### config.mk
export PLATFORM = sky130hd
export DESIGN_NAME = rate_limited_moving_average_voltage_core
export DESIGN_NICKNAME = d
export VERILOG_FILES = /design/src/rtl/rlmav_pkg.sv /design/src/rtl/rlmav_ctrl.sv /design/src/rtl/rlmav_datapath.sv /design/src/rtl/rate_limited_moving_average_voltage_core.sv
export SDC_FILE = /design/constraint.sdc
export NUM_CORES = 1
export LEC_CHECK = 0
export ABC_AREA = 1
export BUFFER_PORTS_ARGS = -buffer_cell sky130_fd_sc_hd__buf_2
export CORE_ASPECT_RATIO = 0.8
export CORE_UTILIZATION = 40
export DETAILED_ROUTE_END_ITERATION = 8
export HOLD_SLACK_MARGIN = 0.02
export RECOVER_POWER = 100
export SLEW_MARGIN = 20
export SYNTH_ARGS = -nofsm -noshare
export SYNTH_HDL_FRONTEND = slang
export SYNTH_HIERARCHICAL = 1
export SYNTH_SLANG_ARGS = --single-unit
### constraint.sdc
create_clock -name clk -period 16.2 [get_ports clk]
set_clock_uncertainty 0.1 [all_clocks]
set_input_delay 0 -clock clk [delete_from_list [all_inputs] [get_ports clk]]
set_output_delay 0 -clock clk [all_outputs]
set_load 0.05 [all_outputs]
### src/rtl/rlmav_pkg.sv
package rlmav_pkg;

    localparam int SAMPLE_W    = 10;
    localparam int SAMPLE_MAX  = (1 << SAMPLE_W) - 1;
    localparam int SCALE_W     = 24;
    localparam int DELAY_W     = 16;
    localparam int VOLT_W      = 38;
    localparam int CFG_IDX_W   = 1;
    localparam int CFG_DATA_W  = 24;

    localparam logic [SCALE_W-1:0] SCALE_RESET = SCALE_W'(0);
    localparam logic [DELAY_W-1:0] DELAY_RESET = DELAY_W'(100);

    typedef enum logic [CFG_IDX_W-1:0] {
        REG_SCALE   = 1'b0,
        REG_MIN_GAP = 1'b1
    } cfg_reg_t;

    // Commands from the controller to the datapath.
    typedef struct packed {
        logic accept;
        logic update;
        logic mul;
        logic div;
        logic emit;
    } ctrl_cmd_t;

    // Status from the datapath to the controller.
    typedef struct packed {
        logic take;
        logic div_last;
        logic out_free;
    } ctrl_sts_t;

endpackage

### src/rtl/rlmav_ctrl.sv
module rlmav_ctrl (
    input  logic                  clk,
    input  logic                  rst_n,
    input  logic                  in_valid,
    output logic                  in_stall,
    input  rlmav_pkg::ctrl_sts_t  sts,
    output rlmav_pkg::ctrl_cmd_t  cmd
);
    import rlmav_pkg::*;

    typedef enum logic [4:0] {
        S_IDLE   = 5'b00001,
        S_UPDATE = 5'b00010,
        S_MUL    = 5'b00100,
        S_DIV    = 5'b01000,
        S_DONE   = 5'b10000
    } state_t;

    state_t state_reg;
    state_t state_next;

    always_ff @(posedge clk or negedge rst_n)
    begin
        if (!rst_n)
        begin
            state_reg <= S_IDLE;
        end
        else
        begin
            state_reg <= state_next;
        end
    end

    always_comb
    begin
        state_next = state_reg;
        cmd        = '0;
        unique case (state_reg)
            S_IDLE:
            begin
                if (in_valid)
                begin
                    cmd.accept = 1'b1;
                    // A tick that takes no sample only repeats the last voltage.
                    state_next = sts.take ? S_UPDATE : S_DONE;
                end
            end
            S_UPDATE:
            begin
                cmd.update = 1'b1;
                state_next = S_MUL;
            end
            S_MUL:
            begin
                cmd.mul    = 1'b1;
                state_next = S_DIV;
            end
            S_DIV:
            begin
                cmd.div = 1'b1;
                if (sts.div_last)
                begin
                    state_next = S_DONE;
                end
            end
            S_DONE:
            begin
                if (sts.out_free)
                begin
                    cmd.emit   = 1'b1;
                    state_next = S_IDLE;
                end
            end
            default:
            begin
                state_next = S_IDLE;
            end
        endcase
    end

    assign in_stall = (state_reg != S_IDLE);

endmodule

### src/rtl/rlmav_datapath.sv
module rlmav_datapath #(
    parameter int WINDOW = 16
) (
    input  logic                               clk,
    input  logic                               rst_n,
    input  logic                               cfg_we,
    input  logic [rlmav_pkg::CFG_IDX_W-1:0]    cfg_index,
    input  logic [rlmav_pkg::CFG_DATA_W-1:0]   cfg_data,
    input  logic [rlmav_pkg::SAMPLE_W-1:0]     sample,
    input  rlmav_pkg::ctrl_cmd_t               cmd,
    output rlmav_pkg::ctrl_sts_t               sts,
    input  logic                               out_stall,
    output logic                               out_valid,
    output logic                               updated,
    output logic                               changed,
    output logic [rlmav_pkg::VOLT_W-1:0]       voltage
);
    import rlmav_pkg::*;

    localparam int PTR_W     = (WINDOW > 1) ? $clog2(WINDOW) : 1;
    localparam int CNT_W     = $clog2(WINDOW + 1);
    localparam int SUM_W     = $clog2(WINDOW * SAMPLE_MAX + 1);
    localparam int PROD_W    = SCALE_W + SUM_W;
    localparam int DIV_STEPS = (PROD_W + 1) / 2;
    localparam int DIV_W     = 2 * DIV_STEPS;
    localparam int STEP_W    = $clog2(DIV_STEPS);

    // Configuration registers.
    logic [SCALE_W-1:0]  scale_reg;
    logic [DELAY_W-1:0]  delay_reg;

    // Filter state.
    logic [SAMPLE_W-1:0] mem [WINDOW];
    logic [SAMPLE_W-1:0] old_reg;
    logic [SAMPLE_W-1:0] sample_reg;
    logic [PTR_W-1:0]    ptr_reg;
    logic [CNT_W-1:0]    count_reg;
    logic [SUM_W-1:0]    sum_reg;
    logic [SUM_W-1:0]    sum_next;
    logic [DELAY_W-1:0]  elapsed_reg;
    logic [DELAY_W-1:0]  elapsed_inc;
    logic                take_reg;
    logic                take;
    logic                full;
    logic [VOLT_W-1:0]   last_voltage_reg;

    // Divider.
    logic [DIV_W-1:0]    quo_reg;
    logic [DIV_W-1:0]    quo_next;
    logic [CNT_W-1:0]    rem_reg;
    logic [CNT_W-1:0]    rem_next;
    logic [CNT_W:0]      trial;
    logic [STEP_W-1:0]   step_reg;
    logic [PROD_W-1:0]   product;
    logic [DIV_W+VOLT_W-1:0] quo_ext;
    logic [VOLT_W-1:0]   result;

    // Output register.
    logic                out_valid_reg;
    logic                updated_reg;
    logic                changed_reg;
    logic [VOLT_W-1:0]   voltage_reg;

    always_ff @(posedge clk or negedge rst_n)
    begin
        if (!rst_n)
        begin
            scale_reg <= SCALE_RESET;
            delay_reg <= DELAY_RESET;
        end
        else if (cfg_we)
        begin
            unique case (cfg_index)
                REG_SCALE:   scale_reg <= cfg_data[SCALE_W-1:0];
                REG_MIN_GAP: delay_reg <= cfg_data[DELAY_W-1:0];
                default:     ;
            endcase
        end
    end

    // The tick counter saturates at its all-ones value.
    assign elapsed_inc = (elapsed_reg == '1) ? elapsed_reg : elapsed_reg + DELAY_W'(1);
    assign take        = (elapsed_inc >= delay_reg);
    assign full        = (count_reg == CNT_W'(WINDOW));

    // The slot at the write pointer holds the oldest sample once the window is full.
    always_ff @(posedge clk)
    begin
        if (cmd.accept)
        begin
            old_reg <= mem[ptr_reg];
            if (take)
            begin
                mem[ptr_reg] <= sample;
            end
        end
    end

    always_comb
    begin
        sum_next = sum_reg + SUM_W'(sample_reg);
        if (full)
        begin
            sum_next = sum_next - SUM_W'(old_reg);
        end
    end

    always_ff @(posedge clk)
    begin
        if (cmd.accept)
        begin
            sample_reg <= sample;
        end
    end

    always_ff @(posedge clk or negedge rst_n)
    begin
        if (!rst_n)
        begin
            elapsed_reg <= '0;
            take_reg    <= 1'b0;
            ptr_reg     <= '0;
            count_reg   <= '0;
            sum_reg     <= '0;
        end
        else
        begin
            if (cmd.accept)
            begin
                take_reg    <= take;
                elapsed_reg <= take ? '0 : elapsed_inc;
                if (take)
                begin
                    ptr_reg <= (ptr_reg == PTR_W'(WINDOW - 1)) ? '0 : ptr_reg + PTR_W'(1);
                end
            end
            if (cmd.update)
            begin
                sum_reg <= sum_next;
                if (!full)
                begin
                    count_reg <= count_reg + CNT_W'(1);
                end
            end
        end
    end

    assign product = PROD_W'(scale_reg) * PROD_W'(sum_reg);

    // Restoring division, two quotient bits per cycle.
    always_comb
    begin
        rem_next = rem_reg;
        quo_next = quo_reg;
        trial    = '0;
        for (int i = 0; i < 2; i++)
        begin
            trial    = {rem_next, quo_next[DIV_W-1]};
            quo_next = {quo_next[DIV_W-2:0], 1'b0};
            if (trial >= {1'b0, count_reg})
            begin
                rem_next    = CNT_W'(trial - {1'b0, count_reg});
                quo_next[0] = 1'b1;
            end
            else
            begin
                rem_next = trial[CNT_W-1:0];
            end
        end
    end

    always_ff @(posedge clk)
    begin
        if (cmd.mul)
        begin
            quo_reg  <= DIV_W'(product);
            rem_reg  <= '0;
            step_reg <= STEP_W'(DIV_STEPS - 1);
        end
        else if (cmd.div)
        begin
            quo_reg  <= quo_next;
            rem_reg  <= rem_next;
            step_reg <= step_reg - STEP_W'(1);
        end
    end

    assign quo_ext = {{VOLT_W{1'b0}}, quo_reg};
    assign result  = quo_ext[VOLT_W-1:0];

    always_ff @(posedge clk or negedge rst_n)
    begin
        if (!rst_n)
        begin
            out_valid_reg    <= 1'b0;
            last_voltage_reg <= '0;
        end
        else
        begin
            if (cmd.emit)
            begin
                out_valid_reg <= 1'b1;
                if (take_reg)
                begin
                    last_voltage_reg <= result;
                end
            end
            else if (!out_stall)
            begin
                out_valid_reg <= 1'b0;
            end
        end
    end

    always_ff @(posedge clk)
    begin
        if (cmd.emit)
        begin
            updated_reg <= take_reg;
            changed_reg <= take_reg && (result != last_voltage_reg);
            voltage_reg <= take_reg ? result : last_voltage_reg;
        end
    end

    assign sts.take     = take;
    assign sts.div_last = (step_reg == '0);
    assign sts.out_free = !out_valid_reg || !out_stall;

    assign out_valid = out_valid_reg;
    assign updated   = updated_reg;
    assign changed   = changed_reg;
    assign voltage   = voltage_reg;

endmodule

### src/rtl/rate_limited_moving_average_voltage_core.sv
// A tick that takes a sample passes through the update, multiply and divide states,
// then waits in the done state until the output is free; a tick without a sample
// goes from idle straight to the done state. Items are taken one at a time (in_stall
// is high outside idle), and the divider retires 2 bits a cycle.
// Reset (rst_n, asynchronous, active low) empties the window, clears sum, count,
// tick counter and last voltage, and sets scale to 0 and the minimum tick gap to 100.
module rate_limited_moving_average_voltage_core #(
    parameter int WINDOW = 16
) (
    input  logic                               clk,
    input  logic                               rst_n,
    input  logic                               cfg_we,
    input  logic [rlmav_pkg::CFG_IDX_W-1:0]    cfg_index,
    input  logic [rlmav_pkg::CFG_DATA_W-1:0]   cfg_data,
    input  logic                               in_valid,
    output logic                               in_stall,
    input  logic [rlmav_pkg::SAMPLE_W-1:0]     sample,
    output logic                               out_valid,
    input  logic                               out_stall,
    output logic                               updated,
    output logic                               changed,
    output logic [rlmav_pkg::VOLT_W-1:0]       voltage
);
    import rlmav_pkg::*;

    ctrl_cmd_t cmd;
    ctrl_sts_t sts;

    rlmav_ctrl u_ctrl (
        .clk      (clk),
        .rst_n    (rst_n),
        .in_valid (in_valid),
        .in_stall (in_stall),
        .sts      (sts),
        .cmd      (cmd)
    );

    rlmav_datapath #(
        .WINDOW (WINDOW)
    ) u_datapath (
        .clk       (clk),
        .rst_n     (rst_n),
        .cfg_we    (cfg_we),
        .cfg_index (cfg_index),
        .cfg_data  (cfg_data),
        .sample    (sample),
        .cmd       (cmd),
        .sts       (sts),
        .out_stall (out_stall),
        .out_valid (out_valid),
        .updated   (updated),
        .changed   (changed),
        .voltage   (voltage)
    );

endmodule

## Word level (Yosys, flattened, before mapping)

Memory sizes are Yosys's and may differ from the RTL's. A register that Yosys moved wholly into a read port is not among the register bits.
Index checks and enable logic that the tools add are counted.

| cells by class | value |
|---|---|
| add/sub/neg operators | 8 |
| multipliers | 1 |
| $lt $le $gt $ge | 3 |
| eq/ne operators | 14 |
| mux-type cells | 28 |
| bitwise operators | 2 |
| reduce and logical (&&, ||, !) cells | 11 |

Operators with widths:

| operator | number |
|---|---|
| 2-to-1 mux 38 bit | 3 |
| multiplier 24 x 14 -> 38 bit | 1 |
| != test 38 bit | 1 |
| 2-to-1 mux 16 bit | 2 |
| 2-to-1 mux 5 bit | 6 |
| one-hot mux 5 bit (5 select lines) | 1 |
| adder 16 x 1 -> 16 bit (second input constant) | 1 |
| equality test 16 bit (second input constant) | 1 |
| >= comparator 16 bit | 1 |
| adder 14 x 10 -> 14 bit | 1 |
| 2-to-1 mux 1 bit | 14 |
| 2-to-1 mux 14 bit | 1 |
| subtractor 14 x 10 -> 14 bit | 1 |
| >= comparator 6 x 5 -> 1 bit | 2 |
| equality test 5 bit (second input constant) | 2 |
| subtractor 5 bit | 2 |
| AND reduction 2 bit | 4 |
| != test 2 bit (second input constant) | 3 |
| adder 5 x 1 -> 5 bit (second input constant) | 1 |
| equality test 5 x 1 -> 1 bit (second input constant) | 1 |
| equality test 5 x 2 -> 1 bit (second input constant) | 1 |
| equality test 5 x 3 -> 1 bit (second input constant) | 1 |
| equality test 5 x 4 -> 1 bit (second input constant) | 1 |
| zero test 5 bit | 1 |
| 12 further kinds | 14 |

| storage, ports and cells | value |
|---|---|
| bits in registers | 222 |
| bits in writable memories | 160 |
| input port bits | 40 |
| output and inout port bits | 42 |
| word-level logic and storage cells | 85 |
| memories kept | 1 |

Memories:

| memory | depth | width | read ports | clocked after memory_dff | write ports | RTL line | source |
|---|---|---|---|---|---|---|---|
| u_datapath.mem | 16 | 10 | 1 | 1 | 1 | rlmav_datapath.sv:33 | `logic [SAMPLE_W-1:0] mem [WINDOW];` |

## Logic depth before layout (Yosys ltp)

| logic depth | value |
|---|---|
| depth in word-level cells | 6 |
| gate-level depth with buffers | 28 |
| gate-level depth less buffers | 26 |

## Cells and area by module

The synthesis kept the hierarchy.

Modules (own cells, without submodules):

| module | instances | cells each | area an instance (µm²) | seq. area each (µm²) |
|---|---|---|---|---|
| rlmav_datapath | 1 | 3333 | 29339.4 | 10929.2 |
| rlmav_ctrl | 1 | 45 | 354.1 | 126.4 |

## Worst setup path after synthesis

No wires, ideal clock.

| timing | value |
|---|---|
| path type | register to register |
| start | register u_datapath.sum_reg[2] |
| end | register u_datapath.quo_reg[36], data pin |
| setup time | 254 ps |
| arrival | 5281 ps |
| data required time | 15846 ps |
| setup slack | 10565 ps |
| stages on the path, launching flop included | 27 |
| path buffers | 2 |
| clock period less this slack | 5635 ps |
| cells stage by stage | dfrtp_1 -> clkbuf_1 -> clkbuf_1 -> nand2_1 -> fa_1 -> inv_1 -> fa_1 -> fa_1 -> inv_1 -> fa_1 -> inv_1 -> fa_1 -> inv_1 -> fa_1 -> inv_1 -> ha_1 -> nand2_1 -> nor2_1 -> inv_1 -> nor2_1 -> inv_1 -> nor2_1 -> nand3_1 -> nand3_1 -> nand2_1 -> nand3_1 -> nand2_1 |

| between the ends | value |
|---|---|
| cells in the longest elaborated chain, start to end | 2 |

RTL lines:

| what | RTL line | source |
|---|---|---|
| start: declaration | rlmav_datapath.sv:38 | `logic [SUM_W-1:0] sum_reg;` |
| start signal: assignment | rlmav_datapath.sv:139 | `sum_reg <= sum_next;` |
| multiplier 24 x 14 -> 38 bit | rlmav_datapath.sv:148 | `assign product = PROD_W'(scale_reg) * PROD_W'(sum_reg);` |
| 2-to-1 mux 38 bit | rlmav_datapath.sv:174 | `if (cmd.mul)` |
| end signal: assignment | rlmav_datapath.sv:176 | `quo_reg <= DIV_W'(product);` |
| end signal: assignment | rlmav_datapath.sv:182 | `quo_reg <= quo_next;` |
| end: declaration | rlmav_datapath.sv:48 | `logic [DIV_W-1:0] quo_reg;` |

No other way between the ends.
A chain may end at the register's enable or synchronous reset.

## Worst setup path in the final report

| timing | value |
|---|---|
| start | register u_datapath.sum_reg[5] |
| end | register u_datapath.quo_reg[31], data pin |

Same word-level chain as after synthesis.

==> metrics.md <==
| Metric | Value |
|---|---|
| Outcome | complete, but fails checks |
| Violated checks | max-capacitance violations, max-slew violations |
| Leading cell types by total area after synthesis | sky130_fd_sc_hd__edfxtp_1 (26%), sky130_fd_sc_hd__fa_1 (18%), sky130_fd_sc_hd__nand2_1 (10%) |
| Endpoint arrival time on the critical path | 6.76 ns |
| Clock network latency to the later pin of the worst-skew pair | 0.61 ns |
| Cell at the slowest stage of the critical path | sky130_fd_sc_hd__dfrtp_1 |
| Number of sinks on the clock net | 392 |
| Global Route met1 Usage | 0.3097 |
| Floorplan die height | 245.7 um |
| Count of H-tree levels built during CTS | 2 |
| Number of design rule violations left after detail routing | 0 |
| Ys Warns | 6 |
| Total overflow reported by the global router | 0 |
| TritonCTS Buffers | 44 |
| Count of endpoints failing setup in the final report | 0 |
| Relative slew slack | -1.733 |
| Critical Path Max Stage Delay | 1.03 ns |
| RSZ-0062 raised after global routing | false |
| Final-report hold violation count | 0 |
| Layout cell share with drive strength beyond 1 | 0.04604 |
| Total Wirelength | 71.51 mm |
| Crit path time final | 6.581 ns |
| Number of design-rule violations left by the first detailed-router iteration | 1,789 |
| Sum Neg Setup Slack | 0 ns |
| Count of cell types in the netlist | 61 |
| Cell at the root of the clock tree | sky130_fd_sc_hd__clkbuf_16 |
| Kind of capture point of the worst setup path | flip-flop |
| Nature of the critical path startpoint | flip-flop |
| Number of max-slew violations in the final report | 600 |
| IO Port Bufs | 81 |
| Most used cell, CP | sky130_fd_sc_hd__fa_1 |
| Slew of the pin with the lowest slew margin | 4.099 ns |
| Number of max-capacitance violations reported | 11 |
| Placer congestion estimate | 0.9320 |
| Largest net degree at the start of global routing | 100 |
| Initial standard-cell utilization of the core | 0.4080 |
| Fin cells | 4,466 |
| Number of primary I/O pins | 82 |
| First-pass GRT wire length | 117.9 mm |
| TritonRoute pass-1 iters | 5 |
| Number of rows created at floorplan | 88 |
| Routed wire per std cell | 16.01 um |
| Post-CTS clock slew at the launch and capture registers of the worst setup and hold paths | 0.06 ns |
| Die width | 306.6 um |
| Cell type with the highest aggregate area in the netlist | sky130_fd_sc_hd__edfxtp_1 |
| Required time of the critical path | 16.38 ns |
| Post-Syn Instances | 3,378 |
| CP Class | flip-flop to flip-flop |
| Share of the clock period used by the worst path after layout | 0.4062 |
| Busiest grt layer | met1 |
| Share of the yosys chip area belonging to registers | 0.3723 |
| Post-Syn Area | 29,690 sq um |
| Number of flip-flops under the largest register name | 160 |
| HPWL reported at the end of detailed placement | 52.18 mm |
| Top achievable clock speed | 0.1520 GHz |
| Mapped Avg Cell Area | 8.790 sq um |
| Net count of the mapped netlist | 3,839 |
| Clock tree buffer depth | 3 |
| Cell breakdown of the critical path | nand2_1 > fa_1 > fa_1 > inv_1 > fa_1 > fa_1 > fa_1 > inv_1 > fa_1 > inv_1 > ha_1 > nand2_1 > nor2_1 > nand2_1 > o21ai_0 > nand3_1 > nand2_1 > nand2_1 > nand3_1 > o21ai_0 |
| Number of nets in the layout | 3,903 |
| Met3 Resource Use GR | 0.03129 |
| Die Footprint | 75,330 sq um |
| Kind of path behind the tightest hold check | input port to flip-flop |
| CTS tree | yes |
| CTS-repair resized insts | 0 |
| Number of flops mapped to enable cells by yosys | 258 |
| Initial antenna violation count | 0 |
| Via density | 4.930 |
| Share of the synthesized area in the top cell type | 0.2609 |
| DP Cell Count | 4,336 |
| Largest driver fanout on the critical path | 26 |
| Largest register by flop count | u_datapath/mem |
| Via count of the first global-routing pass | 21,699 |
| Total of fill cells in the finished design | 7,110 |
| Ys flop type | sky130_fd_sc_hd__edfxtp_1 |
| Post-synthesis to final-layout area growth | 10.27% |
| Async set-reset flop share out of synthesis | 0.3163 |
| Global Route Usage Sum | 0.1968 |
| Met2 global-route usage | 0.2825 |
| Core box area | 72,780 sq um |
| Number of nets still failing antenna checks after routing | 0 |
| Total via count in the routed design | 22,016 |
| Flip-flop and latch count after synthesis | 392 |
synthesized netlist by cell type (all sizes together) (7+ instances only):
library cell    n
nand2         825
inv           659
o21ai         283
fa            265
edfxtp        258
nor2          215
ha            156
clkbuf        121
dfrtp         120
a21oi          99
nand3          77
o22ai          57
nand4          43
xnor2          40
xor2           34
nor3           20
buf            18
dfxtp          10
nor4            9
o21bai          9
mux2            8
a21boi          7
a31oi           7
through the flow:
| step | utilization | setup slack (ns) | area, sq um | hold WS (ns) |
|---|---|---|---|---|
| final | 0.4499 | 9.619 | 32740 | 0.09198 |
| after global routing | 0.4499 | 9.179 | 32740 | 0.1010 |
| after CTS | 0.4534 | 9.749 | 33000 | 0.05023 |
| after detailed placement | 0.4262 | 9.765 | 31020 | 0.02790 |
| after global placement | 0.4262 | 9.800 | 31020 | 0.03319 |
| after floorplan | - | 10.57 | 29690 | -0.3956 |
final timing paths:
| path | start | end | slack [ns] | depth (start not counted) |
|---|---|---|---|---|
| min in group asynchronous | rst_n | u_ctrl/state_reg[1]$_DFFE_PN0P_ | 0.75 | 3 |
| hold / removal | out_stall | u_datapath/out_valid$_DFFE_PN0P_ | 0.09 | 4 |
| max in group asynchronous | rst_n | u_datapath/last_voltage_reg[7]$_DFFE_PN0P_ | 10.74 | 4 |
| setup / recovery | u_datapath/sum_reg[5]$_DFFE_PN0P_ | u_datapath/quo_reg[31]$_DFFE_PP_ | 9.62 | 20 |
| hold reg to reg | u_datapath/rem_reg[4]$_SDFFE_PP0P_ | u_datapath/rem_reg[4]$_SDFFE_PP0P_ | 0.36 | 2 |
| setup reg to reg | u_datapath/sum_reg[5]$_DFFE_PN0P_ | u_datapath/quo_reg[31]$_DFFE_PP_ | 9.62 | 20 |
routing by layer:
layer | part of all wire | vias to the layer above | wire (um)
li1 | - | 10768 | -
met1 | 0.51 | 10577 | 36410
met2 | 0.40 | 601 | 28890
met3 | 0.073 | 70 | 5213
met4 | 0.014 | 0 | 996
met5 | 0 | - | 0
layout make-up:
| type | count | area (sq um) | area share |
|---|---|---|---|
| multi-input combinational | 2186 | 15530 | 0.4742 |
| tap | 990 | 1239 | 0.03783 |
| timing repair buffer | 157 | 974.7 | 0.02977 |
| antenna | 1 | 2.502 | 0.00007643 |
| clock inverter | 30 | 336.6 | 0.01028 |
| clock buffer | 49 | 1120 | 0.03420 |
| inverter | 661 | 2484 | 0.07585 |
| sequential | 392 | 11060 | 0.3378 |
repair_timing:
| item | CTS | global route |
|---|---|---|
| hold endpoints to repair | 301 | 0 |
| hold buffers | 50 | 0 |
| buffers inserted | 0 | 0 |
cells in the final DEF (no fill, tap or decap), types with 7 or more instances in the layout:
cell                            instances
sky130_fd_sc_hd__buf_2                 27
sky130_fd_sc_hd__buf_4                 12
sky130_fd_sc_hd__a21oi_1               98
sky130_fd_sc_hd__fa_1                 265
sky130_fd_sc_hd__nand4_1               43
sky130_fd_sc_hd__o22ai_1               54
sky130_fd_sc_hd__clkbuf_16             44
sky130_fd_sc_hd__o21bai_1               7
sky130_fd_sc_hd__nor3_1                18
sky130_fd_sc_hd__xor2_1                33
sky130_fd_sc_hd__o21ai_0              279
sky130_fd_sc_hd__dfxtp_1               10
sky130_fd_sc_hd__inv_1                651
sky130_fd_sc_hd__clkinv_2               9
sky130_fd_sc_hd__dlygate4sd3_1         49
sky130_fd_sc_hd__xnor2_1               40
sky130_fd_sc_hd__a31oi_1                7
sky130_fd_sc_hd__nand3_1               75
sky130_fd_sc_hd__ha_1                 156
sky130_fd_sc_hd__edfxtp_1             258
sky130_fd_sc_hd__mux2_2                 8
sky130_fd_sc_hd__nor2_1               210
sky130_fd_sc_hd__clkinv_1               9
sky130_fd_sc_hd__inv_2                  7
sky130_fd_sc_hd__dfrtp_1              116
sky130_fd_sc_hd__nor4_1                 8
sky130_fd_sc_hd__nand2_2                8
sky130_fd_sc_hd__clkbuf_1              74
sky130_fd_sc_hd__nand2_1              817
cells by family (layout without fill, tap and decap cells):
kind of cell / Yosys count / after routing / synth area share
buffers and inverters: 800 / 897 / 0.1018
other: 0 / 1 / 0
AO/OA/AOI/OAI: 484 / 484 / 0.09081
adder cells (fa/ha/maj): 421 / 421 / 0.2444
multiplexers: 8 / 8 / 0.003034
AND/OR/NAND/NOR: 1199 / 1199 / 0.1656
flip-flops: 392 / 392 / 0.3723
XOR/XNOR: 74 / 74 / 0.02208
critical path, delay by kind of cell (launching register included):
kind | cells | cell delay, ns
AO/OA/AOI/OAI | 2 | 0.58
AND/OR/NAND/NOR | 8 | 1.04
flip-flops | 1 | 1.03
buffers and inverters | 3 | 0.14
adder cells (fa/ha/maj) | 7 | 3.38
Power is left out: the tool's default activity adds up to more than one toggle a clock period on the data nets, which glitch-free logic cannot reach.
